<file path="src/hw/rtl/thick_line_to_triangles_top_assert.svh">
// ----------------------------------------------------------------------------
// Assertion macros for the thick line expander
// Concurrent checks on clk_i, switched off when SYNTHESIS is defined.
// ----------------------------------------------------------------------------
`ifndef THICK_LINE_TO_TRIANGLES_TOP_ASSERT_SVH
`define THICK_LINE_TO_TRIANGLES_TOP_ASSERT_SVH
`ifndef SYNTHESIS
`define TLTT_ASSERT_MSG(name, prop, msg) \
  name: assert property (@(posedge clk_i) disable iff (!rst_ni) prop) else $error(msg);
`define TLTT_ASSERT(name, prop) \
  `TLTT_ASSERT_MSG(name, prop, "tltt check failed")
`else
`define TLTT_ASSERT_MSG(name, prop, msg)
`define TLTT_ASSERT(name, prop)
`endif
`endif

</file>
<file path="src/hw/rtl/tltt_pkg.sv">
// ----------------------------------------------------------------------------
// tltt_pkg
// Types and constants shared by the thick line expander.
// ----------------------------------------------------------------------------
package tltt_pkg;

  localparam int CoordWidth   = 32;
  localparam int AbsWidth     = CoordWidth + 1;
  localparam int NrmWidth     = 31;
  localparam int MagWidth     = (AbsWidth > NrmWidth) ? AbsWidth : NrmWidth;
  localparam int ThickWidth   = 32;
  localparam int LenWidth     = 32;
  localparam int DenWidth     = LenWidth + 1;
  localparam int RemWidth     = DenWidth + 1;
  localparam int QuoWidth     = 32;
  localparam int NumWidth     = NrmWidth + ThickWidth;
  localparam int SqWidth      = 64;
  localparam int OffWidth     = QuoWidth + 2;
  localparam int SumWidth     = ((CoordWidth > OffWidth) ? CoordWidth : OffWidth) + 1;
  localparam int ColWidth     = 8;
  localparam int ZWidth       = 16;
  localparam int VnWidth      = 3;
  localparam int CntWidth     = $clog2(QuoWidth);
  localparam int AddrWidth    = 3;
  localparam int DataWidth    = 32;
  localparam int FifoDepth    = 2;
  localparam int FifoPtrWidth = $clog2(FifoDepth);
  localparam int FifoCntWidth = $clog2(FifoDepth + 1);

  localparam logic [0:0]         RegZLayer = 1'b0;
  localparam logic [VnWidth-1:0] VertLast  = 3'd5;

  typedef struct packed {
    logic signed [CoordWidth-1:0] start_x;
    logic signed [CoordWidth-1:0] start_y;
    logic signed [CoordWidth-1:0] end_x;
    logic signed [CoordWidth-1:0] end_y;
    logic [ColWidth-1:0]          red_in;
    logic [ColWidth-1:0]          green_in;
    logic [ColWidth-1:0]          blue_in;
    logic [ColWidth-1:0]          alpha_in;
    logic [ThickWidth-1:0]        thickness;
  } in_item_t;

  typedef struct packed {
    logic signed [CoordWidth-1:0] vert_x;
    logic signed [CoordWidth-1:0] vert_y;
    logic [ZWidth-1:0]            vert_z;
    logic [ColWidth-1:0]          red_out;
    logic [ColWidth-1:0]          green_out;
    logic [ColWidth-1:0]          blue_out;
    logic [ColWidth-1:0]          alpha_out;
    logic [VnWidth-1:0]           vertex_number;
    logic                         last;
  } out_item_t;

  // classified segment, front to core
  typedef struct packed {
    in_item_t             seg;
    logic [MagWidth-1:0]  ax;
    logic [MagWidth-1:0]  ay;
    logic                 dy_pos;
    logic                 dx_neg;
  } fe_item_t;

  // segment with its offset, core to emitter
  typedef struct packed {
    in_item_t                   seg;
    logic signed [OffWidth-1:0] nx;
    logic signed [OffWidth-1:0] ny;
  } seg_item_t;

  typedef struct packed {
    logic full;
    logic empty;
  } fifo_status_t;

  typedef enum logic [3:0] {
    CS_IDLE, CS_NORM, CS_SQX, CS_SQY, CS_SUM, CS_SQRT,
    CS_NUMX, CS_NUMY, CS_DINIT, CS_DIV, CS_FIN
  } core_state_e;

endpackage

</file>
<file path="src/hw/rtl/tltt_front.sv">
// ----------------------------------------------------------------------------
// tltt_front
// Forms the segment deltas, their magnitudes and the offset signs.
// ----------------------------------------------------------------------------
module tltt_front import tltt_pkg::*; (
  input  in_item_t item_i,
  output fe_item_t item_o
);

  logic signed [AbsWidth-1:0] dx, dy;
  logic [AbsWidth-1:0]        ax, ay;

  always_comb begin
    dx = AbsWidth'(item_i.end_x) - AbsWidth'(item_i.start_x);
    dy = AbsWidth'(item_i.end_y) - AbsWidth'(item_i.start_y);
    ax = dx[AbsWidth-1] ? AbsWidth'(-dx) : AbsWidth'(dx);
    ay = dy[AbsWidth-1] ? AbsWidth'(-dy) : AbsWidth'(dy);
    // zero length: take direction (1,0)
    if (dx == '0 && dy == '0) begin
      ax = AbsWidth'(1);
    end
    item_o.seg    = item_i;
    item_o.ax     = MagWidth'(ax);
    item_o.ay     = MagWidth'(ay);
    item_o.dy_pos = !dy[AbsWidth-1] && (dy != '0);
    item_o.dx_neg = dx[AbsWidth-1];
  end

endmodule

</file>
<file path="config.mk">
export PLATFORM = sky130hd
export DESIGN_NAME = tltt_front
export DESIGN_NICKNAME = d
export VERILOG_FILES = /design/src/hw/rtl/thick_line_to_triangles_top_assert.svh /design/src/hw/rtl/tltt_pkg.sv /design/src/hw/rtl/tltt_front.sv
export SDC_FILE = /design/constraint.sdc
export NUM_CORES = 1
export LEC_CHECK = 0
export ABC_AREA = 1
export BUFFER_PORTS_ARGS = -buffer_cell sky130_fd_sc_hd__buf_2
export CAP_MARGIN = 10
export CORE_AREA = 2 2 176 178
export DETAILED_ROUTE_END_ITERATION = 10
export DIE_AREA = 0 0 178 180
export PLACE_DENSITY = 0.58
export SLEW_MARGIN = 0
export SYNTH_ARGS = -nofsm -noshare
export SYNTH_HDL_FRONTEND = slang
export SYNTH_SLANG_ARGS = --single-unit
</file>
<file path="constraint.sdc">
create_clock -name vclk -period 7.69
set_input_delay 1.1535 -clock vclk [all_inputs]
set_output_delay 1.1535 -clock vclk [all_outputs]
set_load 0.01 [all_outputs]
</file>
==> summary.txt <==
CTS
  – PostCTS Resize Cnt: 0
  – Post-CTS Setup Bufs: 0
  – Hold buffers post-CTS: 0

Final layout
  – Post-layout util: 32.6%
  – Ant. Diodes: 0
  – Sequential Area: 0 µm²
  – Layout cells sized above 1: 18.5%
  – Seq_cells: 0
  – Fillcell total: 3,598
  – Clock buf count: 0
  – Area of the multi-input gates: 0.00615 mm²
  – Fin cells: 2,394
  – Design area: 0.00985 mm²
  – NumNets Final: 2,262
  – Area grow syn2layout: 6.78%

Run status
  – Status: finished, final reports clean

Die
  – Die area: 0.0320 mm²
  – Core box area: 0.0302 mm²
  – Die Span Y: 180 µm
  – Die Wd: 178 µm
  – Starting Density: 30.6%
  – # rows: 64
  – Boundary Pins: 452

Place
  – Setup WS pre-CTS: 2.12 ns
  – HPWL Detailed: 27,900 µm
  – Port Buffers: 324
  – Placed instance count: 2,394
  – Placed instance area: 0.00985 mm²
  – Routability cong.: 0.884

Pwr
  – VDD IR max: 45.1 µV
  – Pleak: 6.68 nW
  – PwrDens: 108 mW/mm²
  – Overall Power: 1.06 mW

Yosys
  – Syn Std Cell Area: 0.00923 mm²
  – Syn nets: 2,136
  – Synthesized instance count: 1,874
  – Yosys warnings: 0
  – Netlist cell types: 33
  – Mapped Avg Cell Area: 4.92 µm²
  – Register area share after synthesis: 0%

Worst setup path
  – Crit path max-delay cell type: inv_1
  – Crit path cell chain: buf_2, inv_1, ha_1, fa_1, inv_1, nand3_1, nand2_2, nand2_1, nand2_1, nand2_1, nand2_1, nand4_1, nand3_1, nand2_2, inv_1, nand2_1, xnor2_1, buf_2
  – CP bufs+invs: 5
  – CP Depth: 18
  – Top Family by Delay on Critical Path: buffers and inverters
  – Critical path startpoint category: primary input
  – CP arrival: 4.41 ns
  – Setup crit end kind: output port
  – Cell repeated most along the worst path: nand2_1
  – Max incr delay on CP: 0.71 ns
  – Critical path type: in2out
  – CP required: 6.54 ns
  – Critical Path Fanout Max: 31

Drt
  – DRT Pass-1 Iters: 5
  – Via-to-Cell Ratio: 4.42
  – # DRC: 0
  – Initial drt markers: 541
  – Post-route ant nets: 0
  – Avg WL per Cell: 12.8 µm
  – Detailed-route via count: 10,600
  – Routed WL: 30,600 µm

STA
  – FMAX: 180 MHz
  – Worst hold slack: 2.31 ns
  – Max_slew headroom: 41.8%
  – Least-Margin Pin Slew: 0.871 ns
  – Post-route setup slack: 2.13 ns
  – Final setup viols: 0
  – Minimum clock period: 5.56 ns
  – RSZ-0062 raised after global routing: false
  – Setup_tns: 0 ns
  – Pins Over Slew Limit: 0
  – Fin crit share: 72.4%
  – Final hold violations: 0

Hold path
  – Hold/Removal Path Class: in2out
  – Hold_sp: item_i[40]
  – Hold endpoint: item_o[108]
  – Hold Path Stages: 0

GRT
  – Grt total ovfl: 0
  – Vias in the first global route: 9,793
  – First-pass GRT wire length: 47,800 µm
  – Initial antenna violation count: 0
  – Tot GR Track Use: 18.3%
  – Largest net degree at the start of global routing: 32

Run
  – Max-cap viol count: 0
## cells in the mapped netlist
cell | n | area, µm²
o31ai_1 | 2 | 15.0
clkinv_1 | 1 | 3.75
nor2_2 | 9 | 56.3
nor2_4 | 5 | 56.3
nand3_1 | 120 | 601
nand2_1 | 693 | 2600
a21o_1 | 1 | 7.51
a21oi_1 | 38 | 190
xnor2_1 | 11 | 96.3
nand2_2 | 17 | 106
clkbuf_1 | 1 | 3.75
buf_6 | 1 | 11.3
nor3_1 | 13 | 65.1
nand3_2 | 6 | 60.1
ha_1 | 68 | 851
nand2_4 | 1 | 11.3
and3_1 | 1 | 6.26
inv_2 | 6 | 22.5
nand4_1 | 35 | 219
fa_1 | 2 | 40.0
xor2_1 | 38 | 333
nor3_2 | 2 | 20.0
and2_1 | 10 | 62.6
nand3b_1 | 13 | 97.6
o21ai_1 | 4 | 20.0
o211ai_1 | 1 | 7.51
o21bai_1 | 2 | 15.0
buf_4 | 194 | 1460
buf_2 | 4 | 20.0
o21ai_0 | 5 | 25.0
nor4_1 | 2 | 12.5
inv_1 | 415 | 1560
nor2_1 | 153 | 574
## power breakdown
group,internal [mW],switching (mW)
clock,0,0
combinational,0.358,0.701
sequential,0,0
## metal layers
layer  wire, µm  up-vias  share of wire, %  track usage (%)
met4        695        0               2.3             4.07
met2      15200      316                50             35.4
li1           -     5641                 -                -
met5          0        -                 0                0
met3       1370       36               4.5            0.550
met1      13400     4598                44             22.1
## worst max-delay path by stage
stage / slack (ns) / endpoint / start
2_1_floorplan: 3.22 / item_o[67] / item_i[96]
3_3_place_gp: 2.20 / item_o[27] / item_i[64]
3_5_place_dp: 2.12 / item_o[27] / item_i[64]
4_1_cts: 2.12 / item_o[27] / item_i[64]
5_1_grt: 1.82 / item_o[27] / item_i[64]
6_report: 2.13 / item_o[27] / item_i[64]
## placed cells by master (no fill, tap or decap), types with 4 or more instances in the layout
cell | Yosys | final
inv_2 | 6 | 6
nand3b_1 | 13 | 13
o21ai_0 | 5 | 5
nor2_1 | 153 | 153
buf_2 | 4 | 324
xnor2_1 | 11 | 11
nor2_2 | 9 | 9
and2_1 | 10 | 10
nand2_1 | 693 | 693
nor2_4 | 5 | 5
nand4_1 | 35 | 35
nand2_2 | 17 | 17
nand3_1 | 120 | 120
xor2_1 | 38 | 38
inv_1 | 415 | 415
a21oi_1 | 38 | 38
nor3_1 | 13 | 13
ha_1 | 68 | 68
o21ai_1 | 4 | 4
nand3_2 | 6 | 6
## cell type report
class                           count  share of cell area (%)
Timing Repair Buffer              324                    16.5
Multi-Input combinational cell   1252                    62.4
Inverter                          422                    16.1
Tap cell                          396                    5.03
## kinds of logic (layout without fill, tap and decap cells)
| family | count (synthesis) | count (layout) | synth area share, % |
|---|---|---|---|
| xor gates and xnor gates | 49 | 49 | 4.65 |
| adders and majority gates | 70 | 70 | 9.66 |
| and+or+nand+nor | 1080 | 1080 | 49.3 |
| AOI/OAI and AO/OA | 53 | 53 | 3.04 |
| buffers and inverters | 622 | 746 | 33.3 |
No activity file was read; power rests on OpenSTA's default activity.
