===== src/hw/rtl/thick_line_to_triangles_top_assert.svh =====
// ----------------------------------------------------------------------------
// Assertion macros for the thick line expander
// Concurrent checks on clk_i, switched off when SYNTHESIS is defined.
// ----------------------------------------------------------------------------
`ifndef THICK_LINE_TO_TRIANGLES_TOP_ASSERT_SVH
`define THICK_LINE_TO_TRIANGLES_TOP_ASSERT_SVH
`ifndef SYNTHESIS
`define TLTT_ASSERT_MSG(name, prop, msg) \
  name: assert property (@(posedge clk_i) disable iff (!rst_ni) prop) else $error(msg);
`define TLTT_ASSERT(name, prop) \
  `TLTT_ASSERT_MSG(name, prop, "tltt check failed")
`else
`define TLTT_ASSERT_MSG(name, prop, msg)
`define TLTT_ASSERT(name, prop)
`endif
`endif


===== src/hw/rtl/tltt_pkg.sv =====
// ----------------------------------------------------------------------------
// tltt_pkg
// Types and constants shared by the thick line expander.
// ----------------------------------------------------------------------------
package tltt_pkg;

  localparam int CoordWidth   = 32;
  localparam int AbsWidth     = CoordWidth + 1;
  localparam int NrmWidth     = 31;
  localparam int MagWidth     = (AbsWidth > NrmWidth) ? AbsWidth : NrmWidth;
  localparam int ThickWidth   = 32;
  localparam int LenWidth     = 32;
  localparam int DenWidth     = LenWidth + 1;
  localparam int RemWidth     = DenWidth + 1;
  localparam int QuoWidth     = 32;
  localparam int NumWidth     = NrmWidth + ThickWidth;
  localparam int SqWidth      = 64;
  localparam int OffWidth     = QuoWidth + 2;
  localparam int SumWidth     = ((CoordWidth > OffWidth) ? CoordWidth : OffWidth) + 1;
  localparam int ColWidth     = 8;
  localparam int ZWidth       = 16;
  localparam int VnWidth      = 3;
  localparam int CntWidth     = $clog2(QuoWidth);
  localparam int AddrWidth    = 3;
  localparam int DataWidth    = 32;
  localparam int FifoDepth    = 2;
  localparam int FifoPtrWidth = $clog2(FifoDepth);
  localparam int FifoCntWidth = $clog2(FifoDepth + 1);

  localparam logic [0:0]         RegZLayer = 1'b0;
  localparam logic [VnWidth-1:0] VertLast  = 3'd5;

  typedef struct packed {
    logic signed [CoordWidth-1:0] start_x;
    logic signed [CoordWidth-1:0] start_y;
    logic signed [CoordWidth-1:0] end_x;
    logic signed [CoordWidth-1:0] end_y;
    logic [ColWidth-1:0]          red_in;
    logic [ColWidth-1:0]          green_in;
    logic [ColWidth-1:0]          blue_in;
    logic [ColWidth-1:0]          alpha_in;
    logic [ThickWidth-1:0]        thickness;
  } in_item_t;

  typedef struct packed {
    logic signed [CoordWidth-1:0] vert_x;
    logic signed [CoordWidth-1:0] vert_y;
    logic [ZWidth-1:0]            vert_z;
    logic [ColWidth-1:0]          red_out;
    logic [ColWidth-1:0]          green_out;
    logic [ColWidth-1:0]          blue_out;
    logic [ColWidth-1:0]          alpha_out;
    logic [VnWidth-1:0]           vertex_number;
    logic                         last;
  } out_item_t;

  // classified segment, front to core
  typedef struct packed {
    in_item_t             seg;
    logic [MagWidth-1:0]  ax;
    logic [MagWidth-1:0]  ay;
    logic                 dy_pos;
    logic                 dx_neg;
  } fe_item_t;

  // segment with its offset, core to emitter
  typedef struct packed {
    in_item_t                   seg;
    logic signed [OffWidth-1:0] nx;
    logic signed [OffWidth-1:0] ny;
  } seg_item_t;

  typedef struct packed {
    logic full;
    logic empty;
  } fifo_status_t;

  typedef enum logic [3:0] {
    CS_IDLE, CS_NORM, CS_SQX, CS_SQY, CS_SUM, CS_SQRT,
    CS_NUMX, CS_NUMY, CS_DINIT, CS_DIV, CS_FIN
  } core_state_e;

endpackage


===== src/hw/rtl/tltt_emit.sv =====
// ----------------------------------------------------------------------------
// tltt_emit
// Emits the six vertices of a segment through a registered output stage.
// ----------------------------------------------------------------------------
module tltt_emit import tltt_pkg::*; (
  input  logic              clk_i,
  input  logic              rst_ni,
  input  logic              seg_valid_i,
  input  seg_item_t         seg_i,
  output logic              seg_take_o,
  input  logic [ZWidth-1:0] z_layer_i,
  output logic              out_valid_o,
  output out_item_t         out_data_o,
  input  logic              out_stall_i
);

  seg_item_t          hold_q;
  logic               hold_valid_q, out_valid_q, emit, emit_last, use_end, neg;
  logic [VnWidth-1:0] k_q;
  out_item_t          out_q, vert;
  logic signed [CoordWidth-1:0] px, py;
  logic signed [SumWidth-1:0]   sx, sy;

  function automatic logic signed [CoordWidth-1:0] sat(logic signed [SumWidth-1:0] v);
    logic [SumWidth-CoordWidth:0] up;
    up = v[SumWidth-1:CoordWidth-1];
    if (&up || ~|up) begin
      return v[CoordWidth-1:0];
    end
    return v[SumWidth-1] ? {1'b1, {(CoordWidth-1){1'b0}}} : {1'b0, {(CoordWidth-1){1'b1}}};
  endfunction

  // order: end-n, start+n, end+n, end-n, start+n, start-n
  always_comb begin
    use_end = (k_q == 3'd0) || (k_q == 3'd2) || (k_q == 3'd3);
    neg     = (k_q == 3'd0) || (k_q == 3'd3) || (k_q == VertLast);
    px      = use_end ? hold_q.seg.end_x : hold_q.seg.start_x;
    py      = use_end ? hold_q.seg.end_y : hold_q.seg.start_y;
    sx      = neg ? SumWidth'(px) - SumWidth'(hold_q.nx) : SumWidth'(px) + SumWidth'(hold_q.nx);
    sy      = neg ? SumWidth'(py) - SumWidth'(hold_q.ny) : SumWidth'(py) + SumWidth'(hold_q.ny);
    vert.vert_x        = sat(sx);
    vert.vert_y        = sat(sy);
    vert.vert_z        = z_layer_i;
    vert.red_out       = hold_q.seg.red_in;
    vert.green_out     = hold_q.seg.green_in;
    vert.blue_out      = hold_q.seg.blue_in;
    vert.alpha_out     = hold_q.seg.alpha_in;
    vert.vertex_number = k_q;
    vert.last          = (k_q == VertLast);
  end

  assign emit       = hold_valid_q && (!out_valid_q || !out_stall_i);
  assign emit_last  = emit && (k_q == VertLast);
  assign seg_take_o = seg_valid_i && (!hold_valid_q || emit_last);

  always_ff @(posedge clk_i or negedge rst_ni) begin
    if (!rst_ni) begin
      hold_valid_q <= 1'b0;
      out_valid_q  <= 1'b0;
      k_q          <= '0;
    end else begin
      if (seg_take_o) begin
        hold_valid_q <= 1'b1;
      end else if (emit_last) begin
        hold_valid_q <= 1'b0;
      end
      if (emit) begin
        out_valid_q <= 1'b1;
        k_q         <= emit_last ? '0 : k_q + 1'b1;
      end else if (!out_stall_i) begin
        out_valid_q <= 1'b0;
      end
    end
  end

  always_ff @(posedge clk_i) begin
    if (seg_take_o) begin
      hold_q <= seg_i;
    end
    if (emit) begin
      out_q <= vert;
    end
  end

  assign out_valid_o = out_valid_q;
  assign out_data_o  = out_q;

endmodule


===== config.mk =====
export PLATFORM = sky130hd
export DESIGN_NAME = tltt_emit
export DESIGN_NICKNAME = d
export VERILOG_FILES = /design/src/hw/rtl/thick_line_to_triangles_top_assert.svh /design/src/hw/rtl/tltt_pkg.sv /design/src/hw/rtl/tltt_emit.sv
export SDC_FILE = /design/constraint.sdc
export NUM_CORES = 1
export LEC_CHECK = 0
export ABC_CLOCK_PERIOD_IN_PS = 8790
export BUFFER_PORTS_ARGS = -buffer_cell sky130_fd_sc_hd__buf_2
export CORE_UTILIZATION = 25
export DETAILED_ROUTE_END_ITERATION = 16
export GPL_ROUTABILITY_DRIVEN = 0
export PLACE_DENSITY = 0.55
export SLEW_MARGIN = 20
export SYNTH_ARGS = -nofsm -noshare
export SYNTH_HDL_FRONTEND = slang
export SYNTH_SLANG_ARGS = --single-unit

===== constraint.sdc =====
create_clock -name clk_i -period 8.79 [get_ports clk_i]
set_input_delay 0.879 -clock clk_i [delete_from_list [all_inputs] [get_ports clk_i]]
set_output_delay 0.879 -clock clk_i [all_outputs]
set_load 0.1 [all_outputs]

==> impl_results.md <==
- Starting Density: 0.253
- CP endpoint kind: flop
- Largest family of logic cells by synthesized area: compound AO/OA/AOI/OAI gates
- Crit Reg-Reg Startpoint: hold_q[4]$_DFFE_PP_
- Layout Skew: 0.0246 ns
- CTS Buffer Depth: 3
- CTS tree: built
- Syn Nets: about 1600
- Vias/cell: between 4 and 5
- RSZ-0062 raised after global routing: false
- Worst reg2reg setup slack: around 3.0 ns
- Worst Max-Slew Pin Slew: 0.936 ns
- Synth Warn #: 0
- Row count: 95
- Flops & latches, synth: 349
- Cts repair resizes: 0
- Initial drt markers: roughly 480
- Max Transition Viols Final: 0
- Synth Cell Area: between 15000 and 20000 um^2
- Synth Area in XOR/XNOR: 0.0663
- Die Wd: roughly 260 um
- Vias in the first global route: roughly 12000
- Max Cap Violations: 0
- Largest net degree at the start of global routing: 63
- Compound-gate portion of the synthesized area: 0.128
- Final net count: approximately 2000
- Crit path max-delay cell type: nor3b_1
- # port buffers: 365
- Setup violators final: 0
- Startpoint types: flop
- Final WL: roughly 46 mm
- Setup repair bufs after CTS: 0
- Post-layout util: 0.314
- Setup_tns: 0 ns
- Simple-gate share of the synthesized area: 0.0713
- Post-Synth Adder-Cell Area: 0.0575
- Initial antenna violation count: 2
- Clk sink count: ~350
- Tmin final: 5.83 ns
- Area Growth Syn to Fin: 24.2%
- Status: finished, final reports clean
- Cell area after layout: approximately 21000 um^2
- First-pass detailed-route iteration total: 5
- Final Hold Viols: 0
- Core area: around 67000 um^2
- Post-synthesis sequential area ratio: 0.615
- Clock transition at path regs: roughly 0.06 ns
- CTS root buf: clkbuf_16
- Ys async rst share: 0.0143
- Class of the worst hold path: input port to asynchronous set/reset pin
- Worst EP arrival: 6.13 ns
- Synth cell types: 62
- Grt ovf: 0
- Post-synth EDFFs: around 340
- Max-slew headroom at the worst pin: 0.376
- Wirelength per Cell: 17.8 um
- Die height: 263 um
- Die footprint: about 69000 um^2
- Fin crit share: 0.663
- Critical path class: flop to flop
- Max FO, Critical Path: 31
- Residual DRC: 0
- Num CTS Buffers: 40
- Syn Inst Count: approximately 1300
- Syn_area_per_cell: between 10 and 15 um^2
- Number of antenna-violating nets in the routed design: 0
- Fmax: ~170 MHz
- Share of layout cells above drive strength 1: 0.309
- IO Pins: a little under 400
- R2R Path End: out_data_o[66]$_DFFE_PP_
- First-pass GRT wire length: slightly below 70 mm
- Via count: between 10000 and 15000
- Crit-path cells: or3_1, or2_2, nor3b_1, and2_1, nor2_1, xnor2_1, ha_1, nand4_1, a2111oi_0, o21ai_0, a21oi_1, o2111ai_1, nand2_1, a21oi_1, xnor2_1, a21oi_2, buf_4, o31a_1
- Post-synthesis mux area share: 0.0427
- GRT Util Overall: 0.129
- Placed wire-length estimate: between 30 and 40 mm
- Critical Path RT: 9.10 ns
- Htree depth: 2
- CP Launch Point: hold_q[4]$_DFFE_PP_
- CTS hold repair buffers: 0
- Predominant post-synthesis flop cell: edfxtp_1
- R2R cell count: 18
- DP Area: 19900 um^2
- Worst hold slack: about 0.12 ns
- Clk Latency, worst-skew pair: about 0.57 ns
- Max stage delay on crit path: 0.60 ns
cell usage after synthesis (21+ instances only):
cell type  count  area share
inv_1         40      0.0088
a21o_1        58       0.026
nor3_1        21      0.0062
edfxtp_1     344        0.61
a21oi_1       87       0.026
o21ai_0       62       0.018
o21a_1        39       0.017
xor2_1        59       0.030
nor2_1        57       0.013
ha_1          75       0.055
clkbuf_1      34      0.0075
mux2_2        61       0.040
nand2_1       68       0.015
xnor2_1       68       0.035
cell usage in the layout (no fill, tap or decap), types with 11 or more instances in the layout:
| cell | count |
|---|---|
| xnor2_1 | 68 |
| clkbuf_16 | 41 |
| clkinv_1 | 13 |
| o21a_1 | 39 |
| edfxtp_1 | 344 |
| a21o_1 | 58 |
| nor3_1 | 20 |
| o21ai_0 | 61 |
| nand2_1 | 68 |
| inv_1 | 39 |
| nand2b_1 | 18 |
| nor2_1 | 56 |
| mux2_2 | 61 |
| buf_4 | 13 |
| buf_2 | 365 |
| nand3_1 | 11 |
| a21oi_1 | 86 |
| ha_1 | 75 |
| xor2_1 | 59 |
| o31ai_1 | 13 |
| nand4_1 | 15 |
stage by stage:
step,setup slack (ns),instances
6_report,2.96,2557
5_1_grt,2.51,2556
4_1_cts,2.93,2556
3_5_place_dp,3.00,2483
3_3_place_gp,2.99,2483
2_1_floorplan,0.990,1275
critical path, delay by kind of cell (launching register included):
kind | cells | cell delay (ns)
adder cells (fa/ha/maj) | 1 | 0.43
AO/OA/AOI/OAI | 7 | 1.78
flip-flops | 1 | 0.43
AND/OR/NAND/NOR | 7 | 2.19
buffers and inverters | 1 | 0.27
XOR/XNOR | 2 | 0.46
how the worst max path moves through the flow:
stage	end	slack, ns	cells past startpoint
6_report	out_data_o[66]$_DFFE_PP_	2.96	18
3_3_place_gp	out_data_o[66]$_DFFE_PP_	2.99	18
5_1_grt	out_data_o[66]$_DFFE_PP_	2.51	18
3_5_place_dp	out_data_o[66]$_DFFE_PP_	3.00	18
2_1_floorplan	seg_take_o	0.99	4
4_1_cts	out_data_o[66]$_DFFE_PP_	2.93	18
layout make-up:
| class | count | area, um^2 |
|---|---|---|
| fillers | 6770 | 46100 |
| flip-flops and latches | 349 | 10500 |
| multi-input cells | 843 | 6240 |
| repair buffers | 378 | 1920 |
| well taps | 873 | 1090 |
| clock buffers | 45 | 1040 |
| clock inverters | 28 | 228 |
| inverters | 40 | 153 |
| diodes | 1 | 2.50 |
metal layers:
layer,wire [um],global-route usage,vias to the layer above
met2,22800,0.229,330
met1,19000,0.155,5598
li1,-,-,5599
met3,2500,0.0282,72
met5,0,0,-
met4,1150,0.0413,0
kinds of logic (layout without fill, tap and decap cells):
| kind of cell | Yosys count | after routing |
|---|---|---|
| AO/OA/AOI/OAI | 332 | 332 |
| buffers and inverters | 83 | 491 |
| flip-flops | 349 | 349 |
| XOR/XNOR | 128 | 128 |
| other | 0 | 1 |
| multiplexers | 65 | 65 |
| AND/OR/NAND/NOR | 241 | 241 |
| adder cells (fa/ha/maj) | 77 | 77 |
registers in the layout, summed over array words and instances (netlist names):
signal        flops
hold_q          228
hold_valid_q      1
out_valid_o       1
k_q               3
out_data_o      116
Power is left out: the tool's default activity adds up to more than one toggle a clock period on the data nets, which glitch-free logic cannot reach.
