`src/hw/rtl/thick_line_to_triangles_top_assert.svh`:
```
// ----------------------------------------------------------------------------
// Assertion macros for the thick line expander
// Concurrent checks on clk_i, switched off when SYNTHESIS is defined.
// ----------------------------------------------------------------------------
`ifndef THICK_LINE_TO_TRIANGLES_TOP_ASSERT_SVH
`define THICK_LINE_TO_TRIANGLES_TOP_ASSERT_SVH
`ifndef SYNTHESIS
`define TLTT_ASSERT_MSG(name, prop, msg) \
  name: assert property (@(posedge clk_i) disable iff (!rst_ni) prop) else $error(msg);
`define TLTT_ASSERT(name, prop) \
  `TLTT_ASSERT_MSG(name, prop, "tltt check failed")
`else
`define TLTT_ASSERT_MSG(name, prop, msg)
`define TLTT_ASSERT(name, prop)
`endif
`endif

```
`src/hw/rtl/tltt_pkg.sv`:
```
// ----------------------------------------------------------------------------
// tltt_pkg
// Types and constants shared by the thick line expander.
// ----------------------------------------------------------------------------
package tltt_pkg;

  localparam int CoordWidth   = 32;
  localparam int AbsWidth     = CoordWidth + 1;
  localparam int NrmWidth     = 31;
  localparam int MagWidth     = (AbsWidth > NrmWidth) ? AbsWidth : NrmWidth;
  localparam int ThickWidth   = 32;
  localparam int LenWidth     = 32;
  localparam int DenWidth     = LenWidth + 1;
  localparam int RemWidth     = DenWidth + 1;
  localparam int QuoWidth     = 32;
  localparam int NumWidth     = NrmWidth + ThickWidth;
  localparam int SqWidth      = 64;
  localparam int OffWidth     = QuoWidth + 2;
  localparam int SumWidth     = ((CoordWidth > OffWidth) ? CoordWidth : OffWidth) + 1;
  localparam int ColWidth     = 8;
  localparam int ZWidth       = 16;
  localparam int VnWidth      = 3;
  localparam int CntWidth     = $clog2(QuoWidth);
  localparam int AddrWidth    = 3;
  localparam int DataWidth    = 32;
  localparam int FifoDepth    = 2;
  localparam int FifoPtrWidth = $clog2(FifoDepth);
  localparam int FifoCntWidth = $clog2(FifoDepth + 1);

  localparam logic [0:0]         RegZLayer = 1'b0;
  localparam logic [VnWidth-1:0] VertLast  = 3'd5;

  typedef struct packed {
    logic signed [CoordWidth-1:0] start_x;
    logic signed [CoordWidth-1:0] start_y;
    logic signed [CoordWidth-1:0] end_x;
    logic signed [CoordWidth-1:0] end_y;
    logic [ColWidth-1:0]          red_in;
    logic [ColWidth-1:0]          green_in;
    logic [ColWidth-1:0]          blue_in;
    logic [ColWidth-1:0]          alpha_in;
    logic [ThickWidth-1:0]        thickness;
  } in_item_t;

  typedef struct packed {
    logic signed [CoordWidth-1:0] vert_x;
    logic signed [CoordWidth-1:0] vert_y;
    logic [ZWidth-1:0]            vert_z;
    logic [ColWidth-1:0]          red_out;
    logic [ColWidth-1:0]          green_out;
    logic [ColWidth-1:0]          blue_out;
    logic [ColWidth-1:0]          alpha_out;
    logic [VnWidth-1:0]           vertex_number;
    logic                         last;
  } out_item_t;

  // classified segment, front to core
  typedef struct packed {
    in_item_t             seg;
    logic [MagWidth-1:0]  ax;
    logic [MagWidth-1:0]  ay;
    logic                 dy_pos;
    logic                 dx_neg;
  } fe_item_t;

  // segment with its offset, core to emitter
  typedef struct packed {
    in_item_t                   seg;
    logic signed [OffWidth-1:0] nx;
    logic signed [OffWidth-1:0] ny;
  } seg_item_t;

  typedef struct packed {
    logic full;
    logic empty;
  } fifo_status_t;

  typedef enum logic [3:0] {
    CS_IDLE, CS_NORM, CS_SQX, CS_SQY, CS_SUM, CS_SQRT,
    CS_NUMX, CS_NUMY, CS_DINIT, CS_DIV, CS_FIN
  } core_state_e;

endpackage

```
`src/hw/rtl/tltt_fifo.sv`:
```
// ----------------------------------------------------------------------------
// tltt_fifo
// Short queue of classified segments between front and core.
// ----------------------------------------------------------------------------
module tltt_fifo import tltt_pkg::*; (
  input  logic         clk_i,
  input  logic         rst_ni,
  input  logic         push_i,
  input  fe_item_t     push_data_i,
  input  logic         pop_i,
  output fe_item_t     pop_data_o,
  output fifo_status_t status_o
);

  fe_item_t                mem_q [FifoDepth];
  logic [FifoPtrWidth-1:0] wr_q, rd_q;
  logic [FifoCntWidth-1:0] cnt_q;
  logic                    do_push, do_pop;

  assign status_o.full  = (cnt_q == FifoCntWidth'(FifoDepth));
  assign status_o.empty = (cnt_q == '0);
  assign do_push        = push_i && !status_o.full;
  assign do_pop         = pop_i && !status_o.empty;
  assign pop_data_o     = mem_q[rd_q];

  always_ff @(posedge clk_i or negedge rst_ni) begin
    if (!rst_ni) begin
      wr_q  <= '0;
      rd_q  <= '0;
      cnt_q <= '0;
    end else begin
      if (do_push) begin
        wr_q <= (wr_q == FifoPtrWidth'(FifoDepth - 1)) ? '0 : wr_q + 1'b1;
      end
      if (do_pop) begin
        rd_q <= (rd_q == FifoPtrWidth'(FifoDepth - 1)) ? '0 : rd_q + 1'b1;
      end
      if (do_push && !do_pop) begin
        cnt_q <= cnt_q + 1'b1;
      end else if (do_pop && !do_push) begin
        cnt_q <= cnt_q - 1'b1;
      end
    end
  end

  always_ff @(posedge clk_i) begin
    if (do_push) begin
      mem_q[wr_q] <= push_data_i;
    end
  end

endmodule

```
`config.mk`:
```
export PLATFORM = sky130hd
export DESIGN_NAME = tltt_fifo
export DESIGN_NICKNAME = d
export VERILOG_FILES = /design/src/hw/rtl/thick_line_to_triangles_top_assert.svh /design/src/hw/rtl/tltt_pkg.sv /design/src/hw/rtl/tltt_fifo.sv
export SDC_FILE = /design/constraint.sdc
export NUM_CORES = 1
export LEC_CHECK = 0
export BUFFER_PORTS_ARGS = -buffer_cell sky130_fd_sc_hd__buf_2
export CAP_MARGIN = 25
export CELL_PAD_IN_SITES_DETAIL_PLACEMENT = 1
export CELL_PAD_IN_SITES_GLOBAL_PLACEMENT = 2
export CORE_ASPECT_RATIO = 0.7
export CORE_MARGIN = 8
export CORE_UTILIZATION = 25
export CTS_BUF_LIST = sky130_fd_sc_hd__clkbuf_2
export CTS_CLUSTER_SIZE = 40
export DETAILED_ROUTE_END_ITERATION = 16
export GPL_TIMING_DRIVEN = 0
export PLACE_DENSITY = 0.55
export SLEW_MARGIN = 20
export SYNTH_ARGS = -nofsm -noshare
export SYNTH_HDL_FRONTEND = slang
export SYNTH_SLANG_ARGS = --single-unit
```
`constraint.sdc`:
```
create_clock -name clk_i -period 20.5 [get_ports clk_i]
set_input_delay 3.075 -clock clk_i [delete_from_list [all_inputs] [get_ports clk_i]]
set_output_delay 3.075 -clock clk_i [all_outputs]
set_load 0.01 [all_outputs]
```
==> results of run 1 <==
==> where the power goes <==
part | internal, mW | leakage [nW] | switching [mW] | total (mW)
Combinational | 0.624 | 4.32 | 0.664 | 1.29
Clock | 0.312 | 0.939 | 0.420 | 0.732
Sequential | 1.46 | 4.88 | 0.0524 | 1.51
==> flip-flops by register name (all words and copies together), names as in the netlist <==
| register | flops |
|---|---|
| cnt_q | 2 |
| mem_q | 520 |
| rd_q | 1 |
| wr_q | 1 |
==> cell usage in the layout, fill, tap and decap left out, drive strengths merged <==
cell type / instances
diode: 10
bufinv: 4
nor2: 3
o21ai: 1
mux2: 260
edfxtp: 520
xnor2: 3
nand2: 1
buf: 573
nand2b: 1
inv: 5
xor2: 2
dfrtp: 4
clkinvlp: 4
and3: 1
clkbuf: 205
clkinv: 11
ha: 1
==> cells by family (layout without fill, tap and decap cells) <==
group | count (synthesis) | count (layout) | synth area share
compound gates | 1 | 1 | 0.000253
xor+xnor | 5 | 5 | 0.00222
fa+ha+maj | 1 | 1 | 0.000634
buf+inv | 31 | 802 | 0.0147
flops | 524 | 524 | 0.796
mux | 260 | 260 | 0.184
other cells | 0 | 10 | 0
simple gates | 6 | 6 | 0.00139
==> per-stage QoR <==
step | power (mW) | TNS, ns | cell area [sq um] | std cells | hold WS [ns]
2_1_floorplan | 2.40 | 0 | 19700 | 828 | 0.461
4_1_cts | 3.64 | 0 | 25400 | 2655 | 0.527
5_1_grt | 3.75 | 0 | 25400 | 2663 | 0.570
6_report | 3.53 | 0 | 25400 | 2665 | 0.523
3_5_place_dp | 2.87 | 0 | 24200 | 2428 | 0.512
3_3_place_gp | 2.95 | -540.45 | 23700 | 2409 | 0.478
==> metal layers <==
| layer | wire length (um) | vias up | GRT usage | share of wire |
|---|---|---|---|---|
| li1 | - | 4770 | - | - |
| met1 | 18800 | 5144 | 0.118 | 0.37 |
| met5 | 117 | - | 0 | 0.0023 |
| met4 | 1010 | 18 | 0.0412 | 0.020 |
| met2 | 25800 | 358 | 0.188 | 0.50 |
| met3 | 5350 | 111 | 0.0613 | 0.10 |
==> critical path, delay by kind of cell, from the launching register on <==
| family | cells | cell delay [ns] |
|---|---|---|
| muxes | 1 | 0.32 |
| DFF | 1 | 0.36 |
| buffers and inverters | 4 | 0.75 |
==> area by class of cell <==
cell class | instances | area (sq um)
timing repair buffer | 544 | 3100
clock inverter | 22 | 203
inverter | 2 | 7.51
sequential | 524 | 15700
clock buffer | 205 | 1030
buffer | 29 | 283
antenna | 10 | 25.0
fill | 8184 | 53000
multi-input combinational | 273 | 3740
tap | 1056 | 1320
==> path summary, 6_finish.rpt <==
kind / endpoint / slack [ns] / from / cells past startpoint
worst max register to register: mem_q[0][141]$_DFFE_PP_ / 17.17 / cnt_q[0]$_DFFE_PN0P_ / 11
min in group asynchronous: rd_q$_DFFE_PN0P_ / 1.64 / rst_ni / 1
worst min-delay path: cnt_q[1]$_DFFE_PN0P_ / 0.52 / cnt_q[1]$_DFFE_PN0P_ / 1
worst min register to register: cnt_q[1]$_DFFE_PN0P_ / 0.52 / cnt_q[1]$_DFFE_PN0P_ / 1
worst max-delay path: pop_data_o[195] / 14.74 / rd_q$_DFFE_PN0P_ / 5
max in group asynchronous: wr_q$_DFFE_PN0P_ / 18.71 / rst_ni / 1
==> metrics.log, run 1 <==
INFO  metric worstPathRequired = 17.43 ns
INFO  metric synth_area_leaders = sky130_fd_sc_hd__edfxtp_1 79%, sky130_fd_sc_hd__mux2_4 14%, sky130_fd_sc_hd__mux2_2 4.0%
INFO  metric ctsHtreeMaxLevel = 4
INFO  metric slowest_cell_on_crit_path = sky130_fd_sc_hd__dfrtp_1
INFO  metric gp_congestion = 0.735
INFO  metric grt_pass1_wl = 73.5 mm
INFO  metric critical-path-max-stage-delay = 0.36 ns
INFO  metric clkSinkCount = 524
INFO  metric cts_post_setup_buffers_inserted = 0
INFO  metric antenna_violations_before_repair = 19
INFO  metric synth_async_sr_flop_share = 0.00763
INFO  metric clkTransAtPathRegs = 0.11 ns
INFO  metric hpwl = 37.1 mm
INFO  metric worst_slew_pin_slew = 0.787 ns
INFO  metric yosys-top-cells-count = 520 x sky130_fd_sc_hd__edfxtp_1, 190 x sky130_fd_sc_hd__mux2_4, 70 x sky130_fd_sc_hd__mux2_2
INFO  metric post_cts.resized_instances = 0
INFO  metric vias = 10400
INFO  metric floorplan.initialDensity = 0.252
INFO  metric synth_top_cell_by_area = sky130_fd_sc_hd__edfxtp_1
INFO  metric post_drt_wl_per_cell = 19.2 um
INFO  metric ctsHoldBuffers = 0
INFO  metric syn-cell-area = 19700 sq um
INFO  metric post-route-util = 0.324
INFO  metric cellLeakagePower = 10.1 nW
INFO  metric final.setup_skew = 0.0713 ns
INFO  metric path_cells = buf_6, buf_6, buf_6, mux2_4, buf_2
INFO  metric ios = 526
INFO  metric syn-mean-instance-area = 23.8 sq um
INFO  metric grt_usage = 0.112
INFO  metric critical_path_class = register to output pin
INFO  metric clock_latency = 1.22 ns
INFO  metric synth_top_area_share = 0.791
INFO  metric timing_max_transition_violations_final = 0
INFO  metric dp_slack = 14.61 ns
INFO  metric holdCritPathClass = register to register
INFO  metric vdd.ir_drop.worst = 0.0538 mV
INFO  metric timing.final.setup_violations = 0
INFO  metric synthMostInstantiatedCell = sky130_fd_sc_hd__edfxtp_1
INFO  metric routed_wirelength = 51.2 mm
INFO  metric post-route-period-util = 0.281
INFO  metric core_area = 78400 sq um
INFO  metric areaGrowthSynthToFinish = 28.8%
INFO  metric cts-buffers-inserted = 140
INFO  metric power_per_cell_area = 139 nW/um^2
INFO  metric routed_via_density = 3.90
INFO  metric drcViolationCount = 0
INFO  metric setup_repair_after_global_routing_missed_its_margin = false
INFO  metric max_freq = 174 MHz
INFO  metric cts_tree = done
INFO  metric design.die.area = 88300 sq um
INFO  metric ys_ff_latch = 524
INFO  metric die_width = 352 um
INFO  metric synth_enable_flop_cells = 520
INFO  metric synth_cell_type_count = 15
INFO  metric grt_pass1_vias = 11500
INFO  metric io_buffers = 525
INFO  metric cts_max_path_buffers = 3
INFO  metric drt_first_iter_violations = 332
INFO  metric ctsRootBufferMaster = sky130_fd_sc_hd__clkbuf_2
INFO  metric outcome = finished clean
INFO  metric route.antenna.remaining_nets = 0
INFO  metric fin_crit = 5.76 ns
INFO  metric postSynthNetCount = 1093
INFO  metric drt_pass1_iterations = 4
INFO  metric final-hold-violation-count = 0
INFO  metric startpoint_type = register
INFO  metric seq_area_frac_synth = 0.796
INFO  metric layout.nets = 1779
INFO  metric ys_dominant_reg_cell = sky130_fd_sc_hd__edfxtp_1
INFO  metric drive_gt1_frac = 0.657
INFO  metric critical_path.max_fanout = 10
INFO  metric slew-limit-headroom = 0.475
INFO  metric timing.critical_path.arrival = 2.68 ns
INFO  metric setup_slack_after_layout = 14.74 ns
INFO  metric grt_start_max_net_pins = 48
INFO  metric cp_common_cell = sky130_fd_sc_hd__buf_6
INFO  metric global_route.overflow_total = 0
INFO  metric worstSetupEndpointType = output pin
INFO  metric timing.max_cap.violations = 0
INFO  metric synthesis.instances = 828
INFO  metric dieHeight = 251 um
INFO  metric yosys_warnings = 0
INFO  metric rows = 86
Power figures use the tool's default switching activity.
==> run 2: changes to the inputs <==
Clock period 20.5 ns to 6 ns, I/O delays scaled along.
==> metrics.log, run 2 (synthesis gave the netlist of run 1 again) <==
INFO  metric outcome = finished clean (unchanged)
INFO  metric ios = 526 (unchanged)
INFO  metric critical-path-max-stage-delay = 0.50 ns (was 0.36 ns)
INFO  metric gp_congestion = 0.723 (was 0.735)
INFO  metric clkSinkCount = 524 (unchanged)
INFO  metric hpwl = 38.6 mm (was 37.1 mm)
INFO  metric final.setup_skew = 0.0480 ns (was 0.0713 ns)
INFO  metric min-delay-start = push_data_i[135] (was cnt_q[1]$_DFFE_PN0P_)
INFO  metric grt_pass1_vias = 13000 (was 11500)
INFO  metric fin_crit = 3.62 ns
INFO  metric worst_slew_pin_slew = 0.840 ns (was 0.787 ns)
INFO  metric worstSetupEndpointType = output pin (unchanged)
INFO  metric routed_via_density = 3.88 (was 3.90)
INFO  metric worst-r2r-setup-slack = 3.01 ns (was 17.17 ns)
INFO  metric cts_post_setup_buffers_inserted = 0 (unchanged)
INFO  metric cts_max_path_buffers = 3 (unchanged)
INFO  metric timing_max_transition_violations_final = 0 (unchanged)
INFO  metric critical_path_class = register to output pin (unchanged)
INFO  metric rows = 86 (unchanged)
INFO  metric die_width = 352 um (unchanged)
INFO  metric slew-limit-headroom = 0.440 (was 0.475)
INFO  metric slowest_cell_on_crit_path = sky130_fd_sc_hd__mux2_2 (was sky130_fd_sc_hd__dfrtp_1)
INFO  metric timing.critical_path.arrival = 2.72 ns (was 2.68 ns)
INFO  metric vdd.ir_drop.worst = 0.174 mV (was 0.0538 mV)
INFO  metric power_per_cell_area = 436 nW/um^2 (was 139 nW/um^2)
INFO  metric post_drt_wl_per_cell = 18.7 um (was 19.2 um)
INFO  metric rr_startpoint = cnt_q[0]$_DFFE_PN0P_ (unchanged)
INFO  metric worst_setup_path_startpoint = rd_q$_DFFE_PN0P_ (unchanged)
INFO  metric power.total = 12.2 mW (was 3.53 mW)
INFO  metric dieHeight = 251 um (unchanged)
INFO  metric drt_pass1_iterations = 4 (unchanged)
INFO  metric regToRegEndpoint = mem_q[0][70]$_DFFE_PP_ (was mem_q[0][141]$_DFFE_PP_)
INFO  metric worst_hold_slack = 0.375 ns (was 0.523 ns)
INFO  metric critical_path.max_fanout = 10 (unchanged)
INFO  metric final-hold-violation-count = 0 (unchanged)
INFO  metric ctsHoldBuffers = 264 (was 0)
INFO  metric worstPathRequired = 5.10 ns (was 17.43 ns)
INFO  metric design.die.area = 88300 sq um (unchanged)
INFO  metric core_area = 78400 sq um (unchanged)
INFO  metric startpoint_type = register (unchanged)
INFO  metric worst-path-buf-inv = 3 (was 4)
INFO  metric timing.hold.worst_endpoint = mem_q[0][135]$_DFFE_PP_ (was cnt_q[1]$_DFFE_PN0P_)
INFO  metric ctsHtreeMaxLevel = 4 (unchanged)
INFO  metric grt_pass1_wl = 80.4 mm (was 73.5 mm)
INFO  metric global_route.overflow_total = 0 (unchanged)
INFO  metric drive_gt1_frac = 0.559 (was 0.657)
INFO  metric areaGrowthSynthToFinish = 41.8% (was 28.8%)
INFO  metric vias = 11400 (was 10400)
INFO  metric drcViolationCount = 0 (unchanged)
INFO  metric ctsRootBufferMaster = sky130_fd_sc_hd__clkbuf_2 (unchanged)
INFO  metric timing.reg2reg.worst_path_depth = 10 (was 11)
INFO  metric path_cells = buf_6, buf_2, mux2_2, buf_2 (was buf_6, buf_6, buf_6, mux2_4, buf_2)
INFO  metric cp_common_cell = sky130_fd_sc_hd__buf_2 (was sky130_fd_sc_hd__buf_6)
INFO  metric grt_start_max_net_pins = 47 (was 48)
INFO  metric antenna_violations_before_repair = 7 (was 19)
INFO  metric drt_first_iter_violations = 344 (was 332)
INFO  metric reg.largest.list = mem_q (520), cnt_q (2) (unchanged)
INFO  metric routed_wirelength = 54.8 mm (was 51.2 mm)
INFO  metric setup_repair_after_global_routing_missed_its_margin = false (unchanged)
INFO  metric cellLeakagePower = 11.2 nW (was 10.1 nW)
INFO  metric timing.final.setup_violations = 0 (unchanged)
INFO  metric clock_latency = 1.22 ns (about the same)
INFO  metric post_cts.resized_instances = 0 (unchanged)
INFO  metric route.antenna.remaining_nets = 0 (unchanged)
INFO  metric cts_tree = done (unchanged)
INFO  metric max_freq = 276 MHz
INFO  metric worstHoldPathCells = 2 (was 1)
INFO  metric crit_family = buffers and inverters (unchanged)
INFO  metric mostFrequentLayoutCells = 532 x sky130_fd_sc_hd__buf_2, 520 x sky130_fd_sc_hd__edfxtp_1, 264 x sky130_fd_sc_hd__dlygate4sd3_1 (was 532 x sky130_fd_sc_hd__buf_2, 520 x sky130_fd_sc_hd__edfxtp_1, 205 x sky130_fd_sc_hd__clkbuf_2)
INFO  metric holdCritPathClass = input pin to register (was register to register)
INFO  metric clkTransAtPathRegs = 0.12 ns (was 0.11 ns)
INFO  metric cts-buffers-inserted = 141 (was 140)
INFO  metric post-route-period-util = 0.604
INFO  metric floorplan.initialDensity = 0.252 (unchanged)
INFO  metric layout.cells.most_common = sky130_fd_sc_hd__buf_2 (unchanged)
INFO  metric grt_usage = 0.121 (was 0.112)
INFO  metric largest_reg_flops = 520 (unchanged)
INFO  metric layout.nets = 2044 (was 1779)
INFO  metric io_buffers = 525 (unchanged)
INFO  metric register_with_the_most_flip_flops = mem_q (unchanged)
INFO  metric timing.max_cap.violations = 0 (unchanged)
## run 2: cell count changes in the layout (fill, tap and decap cells not counted), sizes merged
cell	previous run	this run
dlygate4sd3	0	264
clkinv	11	26
clkbuf	205	195
diode	10	9
clkinvlp	4	0
bufinv	4	3
inv	5	6
## run 2: worst register-to-register path, delay by kind of cell, from the launching register on
kind / cells / cell delay (ns)
and+or+nand+nor: 3 / 0.80
buffers and inverters: 7 / 1.41
DFF: 1 / 0.44
## run 2: per-layer routing
metal  share of wire  routed length [um]  global-route usage  vias to the layer above
li1                -                   -                   -                     5298
met1            0.38               21000               0.132                     5619
met2            0.51               28200               0.210                      348
met3           0.080                4400              0.0524                       97
met4           0.021                1130              0.0425                        4
met5         0.00047                  26                   0                        -
## run 2: cell type report
| class | count | area (sq um) |
|---|---|---|
| Fill cell | 8124 | 50400 |
| Timing Repair Buffer | 808 | 5720 |
| Sequential cell | 524 | 15700 |
| Multi-Input combinational cell | 273 | 3740 |
| Buffer | 29 | 283 |
| Tap cell | 1056 | 1320 |
| Clock inverter | 33 | 209 |
| Clock buffer | 195 | 976 |
| Inverter | 2 | 7.51 |
| Antenna cell | 9 | 22.5 |
## run 2: where the power goes
group | internal, mW | switching [mW] | leakage (nW) | total [mW]
combinational | 2.24 | 2.35 | 5.41 | 4.59
sequential | 4.98 | 0.177 | 4.88 | 5.16
clock | 0.993 | 1.46 | 0.922 | 2.45
## run 2: worst max path at each step
stage / end / slack [ns] / cells past startpoint
floorplan: mem_q[0][0]$_DFFE_PP_ / 0.69 / 2
global placement: mem_q[0][138]$_DFFE_PP_ / -2.24 / 3
detailed placement: mem_q[0][145]$_DFFE_PP_ / 2.59 / 10
CTS: pop_data_o[27] / 2.04 / 4
global route: pop_data_o[27] / 2.00 / 4
finish: pop_data_o[27] / 2.38 / 4
## run 2: per-stage QoR
stage	instance area [sq um]	setup slack (ns)	std cells	TNS (ns)	utilization
floorplan	19700	0.695	828	0	-
global placement	23700	-2.24	2409	-783.03	0.302
detailed placement	24100	2.59	2428	0	0.308
CTS	28000	2.04	2920	0	0.357
global route	28000	2.00	2929	0	0.357
finish	28000	2.38	2929	0	0.357
